===== src/bpdc_pkg.sv =====
// ----------------------------------------------------------------------------
// Button press classifier package
// Shared types, operation and event codes, and register defaults.
// ----------------------------------------------------------------------------
package bpdc_pkg;

  localparam int OpW    = 3;
  localparam int CodeW  = 3;
  localparam int BtnW   = 2;
  localparam int CountW = 8;

  // Operation codes of an input request.
  localparam logic [OpW-1:0] OP_SAMPLE      = 3'd0;
  localparam logic [OpW-1:0] OP_SEC_TICK    = 3'd1;
  localparam logic [OpW-1:0] OP_ARM_MENU    = 3'd2;
  localparam logic [OpW-1:0] OP_FIVE_TICK   = 3'd3;
  localparam logic [OpW-1:0] OP_ARM_REFRESH = 3'd4;

  // Event codes of a result.
  localparam logic [CodeW-1:0] EV_MENU_SHORT      = 3'd0;
  localparam logic [CodeW-1:0] EV_MENU_LONG       = 3'd1;
  localparam logic [CodeW-1:0] EV_UP              = 3'd2;
  localparam logic [CodeW-1:0] EV_DOWN            = 3'd3;
  localparam logic [CodeW-1:0] EV_MENU_TIMEOUT    = 3'd4;
  localparam logic [CodeW-1:0] EV_REFRESH_TIMEOUT = 3'd5;

  // Latched button.
  localparam logic [BtnW-1:0] BTN_NONE = 2'd0;
  localparam logic [BtnW-1:0] BTN_UP   = 2'd1;
  localparam logic [BtnW-1:0] BTN_DOWN = 2'd2;
  localparam logic [BtnW-1:0] BTN_MENU = 2'd3;

  // Configuration register indexes.
  localparam logic REG_SHORT_MIN = 1'b0;
  localparam logic REG_LONG_MIN  = 1'b1;

  localparam logic [CountW-1:0] SHORT_MIN_RESET = 8'd2;
  localparam logic [CountW-1:0] LONG_MIN_RESET  = 8'd15;
  localparam logic [CountW-1:0] HOLD_MAX        = 8'd255;

  typedef struct packed {
    logic [OpW-1:0]    operation;
    logic              up_pressed;
    logic              down_pressed;
    logic              menu_pressed;
    logic [CountW-1:0] countdown_value;
  } item_t;

  typedef struct packed {
    logic             event_valid;
    logic [CodeW-1:0] event_code;
  } event_t;

  typedef struct packed {
    logic [BtnW-1:0]   held_button;
    logic [CountW-1:0] menu_countdown;
  } status_t;

endpackage


===== src/bpdc_engine.sv =====
// ----------------------------------------------------------------------------
// Button press classifier engine
// Holds the press and countdown state and classifies one request per cycle while fire is high.
// ----------------------------------------------------------------------------
module bpdc_engine (
  input  logic                          clk,
  input  logic                          rst,
  input  logic                          fire,
  input  bpdc_pkg::item_t               item,
  input  logic [bpdc_pkg::CountW-1:0]   short_min_ticks,
  input  logic [bpdc_pkg::CountW-1:0]   long_min_ticks,
  output bpdc_pkg::event_t              evt,
  output bpdc_pkg::status_t             status
);

  logic [bpdc_pkg::BtnW-1:0]   held_button, held_button_next;
  logic [bpdc_pkg::CountW-1:0] hold_ticks, hold_ticks_next;
  logic [bpdc_pkg::CountW-1:0] menu_countdown, menu_countdown_next;
  logic [bpdc_pkg::CountW-1:0] refresh_countdown, refresh_countdown_next;

  logic [bpdc_pkg::CountW-1:0] ticks_inc;
  logic                        still_held;
  logic                        released;

  always_comb begin
    held_button_next       = held_button;
    hold_ticks_next        = hold_ticks;
    menu_countdown_next    = menu_countdown;
    refresh_countdown_next = refresh_countdown;
    evt                    = '0;
    released               = 1'b0;
    ticks_inc  = (hold_ticks == bpdc_pkg::HOLD_MAX) ? hold_ticks
                                                    : hold_ticks + 8'd1;
    still_held = (held_button == bpdc_pkg::BTN_UP) ? item.up_pressed
                                                   : item.down_pressed;

    unique case (item.operation)
      bpdc_pkg::OP_SAMPLE: begin
        if (held_button == bpdc_pkg::BTN_NONE) begin
          // The latching tick does not count toward the hold time.
          if (item.menu_pressed) begin
            held_button_next = bpdc_pkg::BTN_MENU;
          end else if (item.down_pressed) begin
            held_button_next = bpdc_pkg::BTN_DOWN;
          end else if (item.up_pressed) begin
            held_button_next = bpdc_pkg::BTN_UP;
          end
          hold_ticks_next = '0;
        end else begin
          hold_ticks_next = ticks_inc;
          if (held_button == bpdc_pkg::BTN_MENU) begin
            // An early menu release is ignored and the press keeps counting.
            if (!item.menu_pressed) begin
              if (ticks_inc >= long_min_ticks) begin
                evt      = '{event_valid: 1'b1, event_code: bpdc_pkg::EV_MENU_LONG};
                released = 1'b1;
              end else if (ticks_inc >= short_min_ticks) begin
                evt      = '{event_valid: 1'b1, event_code: bpdc_pkg::EV_MENU_SHORT};
                released = 1'b1;
              end
            end
          end else if (!still_held) begin
            if (ticks_inc >= short_min_ticks) begin
              evt.event_valid = 1'b1;
              evt.event_code  = (held_button == bpdc_pkg::BTN_UP) ? bpdc_pkg::EV_UP
                                                                  : bpdc_pkg::EV_DOWN;
            end
            released = 1'b1;
          end
          if (released) begin
            hold_ticks_next     = '0;
            held_button_next    = bpdc_pkg::BTN_NONE;
            menu_countdown_next = '0;
          end
        end
      end
      bpdc_pkg::OP_SEC_TICK: begin
        if (menu_countdown != '0) begin
          menu_countdown_next = menu_countdown - 8'd1;
          if (menu_countdown == 8'd1) begin
            evt = '{event_valid: 1'b1, event_code: bpdc_pkg::EV_MENU_TIMEOUT};
          end
        end
      end
      bpdc_pkg::OP_ARM_MENU: begin
        menu_countdown_next = item.countdown_value;
      end
      bpdc_pkg::OP_FIVE_TICK: begin
        if (refresh_countdown != '0) begin
          refresh_countdown_next = refresh_countdown - 8'd1;
          if (refresh_countdown == 8'd1) begin
            evt = '{event_valid: 1'b1, event_code: bpdc_pkg::EV_REFRESH_TIMEOUT};
          end
        end
      end
      bpdc_pkg::OP_ARM_REFRESH: begin
        refresh_countdown_next = item.countdown_value;
      end
      default: begin
        // Unused operation codes leave everything as it is.
      end
    endcase
  end

  always_ff @(posedge clk) begin
    if (rst) begin
      held_button       <= bpdc_pkg::BTN_NONE;
      hold_ticks        <= '0;
      menu_countdown    <= '0;
      refresh_countdown <= '0;
    end else if (fire) begin
      held_button       <= held_button_next;
      hold_ticks        <= hold_ticks_next;
      menu_countdown    <= menu_countdown_next;
      refresh_countdown <= refresh_countdown_next;
    end
  end

  assign status = '{held_button: held_button, menu_countdown: menu_countdown};

endmodule


===== src/button_press_duration_classifier.sv =====
// ----------------------------------------------------------------------------
// Button press duration classifier
// Classifies menu, up and down presses by hold time and runs two countdowns.
// ----------------------------------------------------------------------------
// Each input request is a sample tick, a one-second tick, a five-second tick
// or an arm command, and gives exactly one result: an event flag in m_tuser
// and an event code in m_tdata (zero when there is no event). The block takes
// one request per clock unless a stall at the output holds it back. A request
// is held in the input register, and its result is then presented from the
// result register. The classification itself is a single level of compares
// and increments between those two registers. Both registers move together,
// so a request is taken while a finished result still waits for m_tready, and
// a stall at the output only holds the input side once both registers are
// full. The thresholds short_min_ticks and long_min_ticks are to be written
// through the cfg port only while the block is idle; the block itself does
// not enforce this. Reset loads 2 and 15.
module button_press_duration_classifier (
  input  logic        clk,
  input  logic        rst,
  // Input requests.
  input  logic        s_tvalid,
  output logic        s_tready,
  input  logic [15:0] s_tdata,   // [0] up_pressed, [1] down_pressed,
                                 // [2] menu_pressed, [10:3] countdown_value
  input  logic [2:0]  s_tuser,   // [2:0] operation
  // Results.
  output logic        m_tvalid,
  input  logic        m_tready,
  output logic [7:0]  m_tdata,   // [2:0] event_code
  output logic        m_tuser,   // [0] event_valid
  // Configuration writes.
  input  logic        cfg_we,
  input  logic        cfg_index,
  input  logic [7:0]  cfg_data
);

  logic [bpdc_pkg::CountW-1:0] short_min_ticks;
  logic [bpdc_pkg::CountW-1:0] long_min_ticks;

  logic              in_valid;
  bpdc_pkg::item_t   in_item;
  logic              out_valid;
  bpdc_pkg::event_t  out_event;

  logic              advance;
  bpdc_pkg::event_t  evt;
  bpdc_pkg::status_t status;

  // The held request moves on when the result register is free or drains now.
  assign advance  = in_valid && (!out_valid || m_tready);
  assign s_tready = !in_valid || advance;

  always_ff @(posedge clk) begin
    if (rst) begin
      short_min_ticks <= bpdc_pkg::SHORT_MIN_RESET;
      long_min_ticks  <= bpdc_pkg::LONG_MIN_RESET;
    end else if (cfg_we) begin
      unique case (cfg_index)
        bpdc_pkg::REG_SHORT_MIN: short_min_ticks <= cfg_data;
        bpdc_pkg::REG_LONG_MIN:  long_min_ticks  <= cfg_data;
        default: begin
        end
      endcase
    end
  end

  always_ff @(posedge clk) begin
    if (rst) begin
      in_valid <= 1'b0;
    end else if (s_tready) begin
      in_valid <= s_tvalid;
    end
  end

  always_ff @(posedge clk) begin
    if (s_tvalid && s_tready) begin
      in_item <= '{operation:       s_tuser,
                   up_pressed:      s_tdata[0],
                   down_pressed:    s_tdata[1],
                   menu_pressed:    s_tdata[2],
                   countdown_value: s_tdata[10:3]};
    end
  end

  bpdc_engine u_engine (
    .clk             (clk),
    .rst             (rst),
    .fire            (advance),
    .item            (in_item),
    .short_min_ticks (short_min_ticks),
    .long_min_ticks  (long_min_ticks),
    .evt             (evt),
    .status          (status)
  );

  always_ff @(posedge clk) begin
    if (rst) begin
      out_valid <= 1'b0;
    end else if (advance) begin
      out_valid <= 1'b1;
    end else if (m_tready) begin
      out_valid <= 1'b0;
    end
  end

  always_ff @(posedge clk) begin
    if (advance) begin
      out_event <= evt;
    end
  end

  assign m_tvalid = out_valid;
  assign m_tuser  = out_event.event_valid;
  assign m_tdata  = {5'd0, out_event.event_code};

`ifndef SYNTHESIS
  // A button event always ends the press and clears the menu countdown.
  a_release_clears : assert property (@(posedge clk) disable iff (rst)
    advance && evt.event_valid &&
    (evt.event_code == bpdc_pkg::EV_MENU_SHORT || evt.event_code == bpdc_pkg::EV_MENU_LONG ||
     evt.event_code == bpdc_pkg::EV_UP || evt.event_code == bpdc_pkg::EV_DOWN)
    |=> status.held_button == bpdc_pkg::BTN_NONE && status.menu_countdown == '0)
    else $error("button event did not release the press");

  // A result without an event carries a zero code.
  a_quiet_code : assert property (@(posedge clk) disable iff (rst)
    m_tvalid && !m_tuser |-> m_tdata == 8'd0)
    else $error("event code set without an event");

  // An empty result register never holds back the input side.
  a_no_false_stall : assert property (@(posedge clk) disable iff (rst)
    !out_valid |-> s_tready)
    else $error("input stalled with an empty result register");

  // A menu timeout event fires only from a menu countdown that was at one.
  a_menu_timeout : assert property (@(posedge clk) disable iff (rst)
    advance && evt.event_valid && evt.event_code == bpdc_pkg::EV_MENU_TIMEOUT
    |-> status.menu_countdown == 8'd1)
    else $error("menu timeout without an expiring countdown");
`endif

endmodule

===== config.mk =====
export PLATFORM = sky130hd
export DESIGN_NAME = button_press_duration_classifier
export DESIGN_NICKNAME = d
export VERILOG_FILES = /design/src/bpdc_pkg.sv /design/src/bpdc_engine.sv /design/src/button_press_duration_classifier.sv
export SDC_FILE = /design/constraint.sdc
export NUM_CORES = 1
export LEC_CHECK = 0
export BUFFER_PORTS_ARGS = -buffer_cell sky130_fd_sc_hd__buf_2
export CAP_MARGIN = 20
export CORE_UTILIZATION = 50
export DETAILED_ROUTE_END_ITERATION = 8
export GPL_ROUTABILITY_DRIVEN = 0
export PLACE_DENSITY_LB_ADDON = 0.05
export RECOVER_POWER = 50
export SYNTH_ARGS = -nofsm -noshare
export SYNTH_HDL_FRONTEND = slang
export SYNTH_HIERARCHICAL = 1
export SYNTH_SLANG_ARGS = --single-unit

===== constraint.sdc =====
create_clock -name clk -period 8.95 [get_ports clk]
set_input_delay 2.685 -clock clk [delete_from_list [all_inputs] [get_ports clk]]
set_output_delay 2.685 -clock clk [all_outputs]
set_load 0.05 [all_outputs]

==> reports/metrics.csv, run 1 <==
metric;value;unit
status;finished, violations left;
failing checks;capacitance limit, slew limit;
Die ar.;0.007768;mm2
Slew HR;-45.23;%
vias in the first global route;2539;
Critical Path RT;6.27;ns
Avg Synthesized Cell Area;9.093;um2
synth top area cells;dfxtp_1 24%, edfxtp_1 15%, ha_1 7.8%;
Max Fclk;170.3;MHz
cts-stage hold buffer count;0;
Clock transition at path regs;0.07;ns
mapped cell area;0.003710;mm2
cell count after synthesis;408;
clock sinks;62;
clock share of power;45.0;%
Yosys warnings;6;
DRC violations left;0;
ant diodes;0;
drt initial violations;141;
post-route ant nets;0;
reg2reg end;u_engine/menu_countdown[6];
GRT overflow;0;
RSZ-0062 raised after global routing;false;
wirelength, routed;7.657;mm
kind of critical path;input port to primary output;
pwr dens;165.7;mW/mm2
sw power;163.4;uW
Pleak;1.711;nW
Syn-to-layout area delta;10.69;%
Hold WC Path Type;register to register;
ys async rst share;0;%
CP max stage delay;0.23;ns
Comb pwr share;9.8;%
post-synth cell types;61;
Die Y;88.14;um
area leader, netlist;dfxtp_1;
WHS;0.4538;ns
drt first pass iters;5;
crit-path cells;buf_2 -> nand3b_1 -> buf_2;
Setup Skew;0.008679;ns
Tot GR Track Use;21.04;%
placeable core area;0.007214;mm2
depth of the worst hold-timing path;2;
RR Startpoint;u_engine/hold_ticks[0];
fillers;665;
R2R Setup Slk;5.22;ns
initial antenna violation count;0;
Tmin final;5.872;ns
IO Pins;44;
Slew Viols, Final;56;
Starting Density;51.42;%
IO Port Bufs;33;
Max Buffers Root-to-Sink;2;
reg2reg path depth;11;
flops & latches, synth;62;
post-cts sizing count;0;
Synth top area share;23.74;%
switching portion of total power;24.00;%
Pint;517.2;uW
post-CTS setup repair buffer count;0;
vias per cell;5.393;
Hold Crit Start;in_valid;
final setup fails;0;
CTS buffer count;9;
share of cells above drive strength 1;14.61;%
most frequent cell on the critical path;buf_2;
Worst Hold End;m_tvalid;
max-cap violations;1;
Worst setup EP type;primary output;
Worst-Margin Slew;2.179;ns
CTS tree;built;
CP max-delay cell;buf_2;
first-pass GRT wire length;12.34;mm
commonest non-fill, non-tap cell in the layout;dfxtp_1;
Worst Path Arrival;3.19;ns
final critical-path share of the clock period;65.61;%
largest net degree at the start of global routing;56;
Post-DP HPWL;5.406;mm
number of synthesized flops with an enable pin;18;
Worst-Skew Late Latency;0.34;ns
Seq/Total Area, Yosys;38.31;%
sequential power share;45.2;%
Peak VDD IR;0.08964;mV
dominant synthesized flop cell;dfxtp_1;
most frequent cells in the layout;44 x dfxtp_1, 43 x nand2_1, 34 x nor2_1, 32 x buf_2;
chip width;88.14;um
H-tree Lvls;3;
CP max FO;3;
CTS Root Cell;clkbuf_8;
Nets;489;
via count;2896;
final hold vios;0;
CP startpoint kind;input port;
detailed-route wire length per cell;14.26;um
Total Neg Setup Slack;0;ns
FP Rows;31;
critical path, delay by kind of cell:
family	cells	cell delay [ns]
and+or+nand+nor	1	0.17
buffers and inverters	2	0.33
registers in the layout, indices dropped and copies added (netlist names):
signal and cells:
in_item 14, in_valid 1, long_min_ticks 8, m_tdata 3
m_tuser 1, m_tvalid 1, short_min_ticks 8, u_engine/held_button 2
u_engine/hold_ticks 8, u_engine/menu_countdown 8, u_engine/refresh_countdown 8
synthesized netlist by cell type (all sizes together), types with 6 or more instances:
library cell	count
a21oi	20
and3	7
buf	15
clkbuf	8
dfxtp	44
edfxtp	18
ha	23
inv	23
mux2i	16
nand2	45
nand2b	21
nand3	12
nand4	6
nor2	34
nor3	9
o21ai	21
or2b	6
final cells by class:
| type | count | area [um2] | area share, % |
|---|---|---|---|
| Timing Repair Buffer | 33 | 163.9 | 3.991 |
| Clock inverter | 6 | 108.9 | 2.651 |
| Clock buffer | 10 | 137.6 | 3.352 |
| Inverter | 23 | 86.33 | 2.102 |
| Sequential cell | 62 | 1421 | 34.61 |
| Tap cell | 99 | 123.9 | 3.016 |
| Multi-Input combinational cell | 304 | 2064 | 50.27 |
how the worst max path moves through the flow:
stage          slack [ns]  depth (start not counted)  startpoint  endpoint
2_1_floorplan        3.10                          1    m_tready  s_tready
3_3_place_gp         3.09                          3    m_tready  s_tready
3_5_place_dp         3.08                          3    m_tready  s_tready
4_1_cts              3.08                          3    m_tready  s_tready
5_1_grt              3.03                          3    m_tready  s_tready
6_report             3.08                          3    m_tready  s_tready
metal layers:
layer / wire length, um / track usage, %
met5: 0 / 0
met4: 21 / 5.718
met3: 350 / 5.467
met2: 3094 / 28.05
met1: 4191 / 32.83
power groups by stage:
stage,clock (mW),combinational [mW],sequential (mW)
2_1_floorplan,0,0.0500,0.315
3_3_place_gp,0,0.0658,0.314
3_5_place_dp,0,0.0664,0.314
4_1_cts,0.313,0.0668,0.308
5_1_grt,0.327,0.0740,0.309
6_report,0.306,0.0666,0.308
cell families after synthesis:
family	count (synthesis)	synth area share, %
AOI/OAI and AO/OA	85	16.97
xor gates and xnor gates	9	2.125
adders and majority gates	23	7.757
buffers and inverters	46	6.307
DFF	62	38.31
muxes	17	4.620
other	1	0.1011
and+or+nand+nor	165	23.81
per-stage QoR:
stage | worst slack [ns] | std cells | util, % | area [um2] | total power, mW
after global placement | 3.090 | 521 | 53.59 | 3866 | 0.3795
after detailed placement | 3.078 | 521 | 53.59 | 3866 | 0.3803
after global routing | 3.032 | 537 | 56.92 | 4106 | 0.7108
after floorplan | 3.097 | 412 | - | 3725 | 0.3646
final | 3.078 | 537 | 56.92 | 4106 | 0.6806
after CTS | 3.075 | 537 | 57.01 | 4113 | 0.6872
Note: power is estimated with default switching activity, not from simulation.
==> run 2: changes to the inputs <==
- clock period: 8.95 -> 6.13 ns (I/O delays scaled with it)
==> reports/metrics.csv, run 2 (synthesis gave the netlist of run 1 again) <==
metric;value;unit
Final Non-Filler Cells;537;
Setup Skew;0.01138;ns
post-CTS setup repair buffer count;0;
GRT overflow;0;
Max Buffers Root-to-Sink;2;
final core occ;56.52;%
share of cells above drive strength 1;14.38;%
Top reg by flops;in_item;
vias per cell;5.443;
Slew Viols, Final;56;
pwr dens;230.1;mW/mm2
first-pass GRT wire length;12.61;mm
CTS tree;built;
placeable core area;0.007214;mm2
DP Cell Count;521;
status;finished, violations left;
max reg flops;14;
cts-stage hold buffer count;0;
clock sinks;62;
RSZ-0062 raised after global routing;false;
Post-DP HPWL;5.524;mm
CP startpoint kind;input port;
commonest non-fill, non-tap cell in the layout;dfxtp_1;
Worst setup EP type;primary output;
Peak VDD IR;0.1414;mV
IO Port Bufs;33;
final setup fails;0;
Clock transition at path regs;0.07;ns
Starting Density;51.42;%
Syn-to-layout area delta;9.916;%
Slew HR;-52.40;%
Total Neg Setup Slack;0;ns
kind of critical path;input port to primary output;
H-tree Lvls;3;
Nets;489;
IO Pins;44;
Worst-Skew Late Latency;0.34;ns
Tmin final;4.184;ns
most frequent cells in the layout;44 x dfxtp_1, 43 x nand2_1, 34 x nor2_1, 32 x buf_2;
max-cap violations;1;
Pleak;1.690;nW
Tot GR Track Use;21.42;%
drt first pass iters;5;
Die ar.;0.007768;mm2
Worst-Margin Slew;2.286;ns
vias in the first global route;2597;
failing checks;capacitance limit, slew limit;
drt initial violations;145;
CP max FO;3;
post-cts sizing count;0;
wirelength, routed;7.802;mm
Critical Path RT;4.29;ns
largest net degree at the start of global routing;56;
post-route ant nets;0;
final hold vios;0;
detailed-route wire length per cell;14.53;um
via count;2923;
Tot Pwr;938.3;uW
CTS Root Cell;clkbuf_8;
Worst Path Arrival;2.34;ns
Hold WC Path Type;register to register;
FP Rows;31;
Die Y;88.14;um
initial antenna violation count;0;
Max Fclk;239.0;MHz
ant diodes;0;
DRC violations left;0;
WHS;0.4629;ns
final critical-path share of the clock period;68.25;%
CTS buffer count;9;
chip width;88.14;um
==> run 2: cell types whose count changed in the layout (fill, tap and decap cells not counted), sizes merged <==
cell,before,now
bufinv,3,2
clkbuf,11,10
clkinv,3,4
clkinvlp,0,1
==> run 2: report_power, final <==
group	switching (mW)	leakage, nW	internal [mW]
registers	0.0119	0.533	0.438
logic	0.0615	1.05	0.0371
clock network	0.164	0.104	0.226
==> run 2: final cells by class <==
| type | count | area [um2] |
|---|---|---|
| Clock buffer | 9 | 123.9 |
| Timing Repair Buffer | 33 | 163.9 |
| Multi-Input combinational cell | 304 | 2069 |
| Fill cell | 699 | 3137 |
| Tap cell | 99 | 123.9 |
| Clock inverter | 7 | 88.84 |
| Sequential cell | 62 | 1421 |
| Inverter | 23 | 86.33 |
==> run 2: path summary, 6_finish.rpt <==
check,slack [ns],from,to,cells after the start
setup / recovery,1.95,m_tready,s_tready,3
hold / removal,0.46,in_valid,m_tvalid,2
setup reg to reg,2.47,u_engine/hold_ticks[0],u_engine/menu_countdown[5],11
hold reg to reg,0.46,in_valid,m_tvalid,2
==> run 2: critical path, stage by stage <==
cell and delay, ns:
buf_2 0.10, nand3b_1 0.18, buf_2 0.23
==> run 2: stage by stage <==
step	setup slack [ns]	cell area, um2
floorplan	1.969	3725
global placement	1.959	3866
detailed placement	1.955	3866
CTS	1.947	4079
global route	1.892	4078
finish	1.946	4078
==> run 2: per-layer routing <==
metal / track usage [%] / vias to the layer above / routed length (um)
met2: 29.81 / 74 / 3191
met3: 3.770 / 10 / 285
li1: - / 1496 / -
met4: 8.358 / 0 / 112
met5: 0 / - / 0
met1: 32.54 / 1343 / 4213
==> run 3: changes to the inputs <==
- clock period: 6.13 -> 3.45 ns (I/O delays scaled with it)
==> reports/metrics.csv, run 3 (synthesis gave the netlist of run 1 again) <==
metric;value;unit
status;finished, violations left;
failing checks;capacitance limit, slew limit;
post-route cell area;0.004091;mm2
vias in the first global route;2682;
RSZ-0062 raised after global routing;false;
R2R Setup Slk;0.27;ns
chip width;88.14;um
Setup Skew;0.01357;ns
GRT Max-Usage Layer;met2;
commonest non-fill, non-tap cell in the layout;dfxtp_1;
CTS tree;built;
Critical Path RT;3.70;ns
Peak VDD IR;0.3119;mV
DRC violations left;0;
clock sinks;62;
initial antenna violation count;0;
met1 usage;30.33;%
CTS buffer count;9;
Hold Crit Start;long_min_ticks[3];
RR Startpoint;u_engine/hold_ticks[3];
share of cells above drive strength 1;15.42;%
placeable core area;0.007214;mm2
cts-stage hold buffer count;0;
CP max-delay cell;dfxtp_1;
Worst-Skew Late Latency;0.35;ns
CP max FO;15;
Post-DP HPWL;5.648;mm
crit-path cells;and4_1 -> nand4_1 -> xnor2_1 -> ha_1 -> nand2b_4 -> a2111oi_4 -> o31ai_2 -> o21ai_4 -> buf_4 -> a31oi_1 -> a221oi_2;
Clock transition at path regs;0.08;ns
vias per cell;5.470;
CP top delay family;compound AO/OA/AOI/OAI gates;
FP Rows;31;
Die Y;88.14;um
Slew Viols, Final;40;
Worst setup EP type;register;
Pleak;1.695;nW
Nets;492;
CP max stage delay;0.47;ns
drt initial violations;134;
final setup fails;0;
reg2reg end;u_engine/menu_countdown[4];
depth of the worst hold-timing path;1;
max reg flops;14;
detailed-route wire length per cell;14.56;um
via count;2954;
ant diodes;0;
area post-placement;0.003889;mm2
Hold WC Path Type;register to register;
max-cap violations;1;
Max Buffers Root-to-Sink;2;
WP buf/inv;1;
CTS Root Cell;clkbuf_8;
Die ar.;0.007768;mm2
met3 usage;6.409;%
CP startpoint kind;register;
Tot GR Track Use;21.69;%
Syn-to-layout area delta;10.29;%
Starting Density;51.42;%
final critical-path share of the clock period;92.05;%
Worst Path Arrival;3.42;ns
IO Pins;44;
post-route ant nets;0;
pwr dens;399.0;mW/mm2
most frequent cells in the layout;44 x dfxtp_1, 43 x nand2_1, 34 x nor2_1, 32 x buf_2, 23 x inv_1;
Tmin final;3.176;ns
Top reg by flops;in_item;
Total Neg Setup Slack;0;ns
Slew HR;-3.215;%
final hold vios;0;
kind of critical path;register to register;
routing usage on met2;32.42;%
wirelength, routed;7.861;mm
first-pass GRT wire length;12.70;mm
reg2reg path depth;11;
Worst Hold End;long_min_ticks[3];
Worst-Margin Slew;1.548;ns
IO Port Bufs;33;
drt first pass iters;4;
Max Fclk;314.9;MHz
Worst path depth;11;
GRT overflow;0;
largest net degree at the start of global routing;40;
H-tree Lvls;3;
[run 3: changes by cell type in the layout (fill, tap and decap cells not counted), sizes merged]
cell	before	now
buf	32	34
inv	23	25
bufinv	2	1
clkbuf	10	11
clkinv	4	3
[run 3: worst max-delay path by stage]
stage	start	to	slack, ns
floorplan	u_engine/hold_ticks[0]	u_engine/menu_countdown[0]	0.52
global placement	u_engine/hold_ticks[0]	u_engine/menu_countdown[4]	0.31
detailed placement	u_engine/hold_ticks[0]	u_engine/menu_countdown[4]	0.28
CTS	u_engine/hold_ticks[0]	u_engine/menu_countdown[2]	0.24
global route	u_engine/hold_ticks[3]	u_engine/held_button[1]	0.05
finish	u_engine/hold_ticks[3]	u_engine/menu_countdown[4]	0.27
[run 3: per-layer routing]
layer	wire (um)	vias up
met1	4019	1363
met2	3320	75
met3	411	10
li1	-	1506
met4	109	0
met5	0	-
[run 3: stage by stage]
step | hold WS (ns) | power [mW] | setup WS, ns | utilization [%] | instances
3_3_place_gp | 0.4477 | 0.9857 | 0.3147 | 53.90 | 524
2_1_floorplan | 0.4342 | 0.9458 | 0.5165 | - | 412
4_1_cts | 0.4696 | 1.653 | 0.2409 | 56.75 | 540
3_5_place_dp | 0.4505 | 0.9889 | 0.2752 | 53.90 | 524
5_1_grt | 0.4872 | 1.710 | 0.04635 | 56.71 | 540
6_report | 0.4643 | 1.633 | 0.2743 | 56.71 | 540
[run 3: layout make-up]
class | instances | area, um2
multi-input combinational | 304 | 2072
sequential | 62 | 1421
clock inverter | 7 | 81.33
inverter | 23 | 86.33
fill | 707 | 3123
tap | 99 | 123.9
clock buffer | 9 | 123.9
timing repair buffer | 36 | 182.7
[run 3: what timing repair did]
action / 4_1_cts / 5_1_grt
resized for setup: 0 / 1
endpoints found under the hold margin: 0 / 0
setup buffers: 0 / 0
setup endpoints to repair: 0 / 1
[run 3: worst reg2reg max path, stage by stage (launching register included)]
cell and delay, ns:
dfxtp_1 0.47, and4_1 0.30, nand4_1 0.25, xnor2_1 0.29, ha_1 0.27, nand2b_4 0.15
a2111oi_4 0.39, o31ai_2 0.15, o21ai_4 0.16, buf_4 0.23, a31oi_1 0.16, a221oi_2 0.27
[run 3: where the power goes]
part / switching, mW / total [mW] / leakage (nW) / internal [mW]
registers: 0.0214 / 0.799 / 0.533 / 0.778
clock network: 0.318 / 0.660 / 0.100 / 0.342
logic: 0.108 / 0.174 / 1.06 / 0.0656
total: 0.448 / 1.63 / 1.69 / 1.19
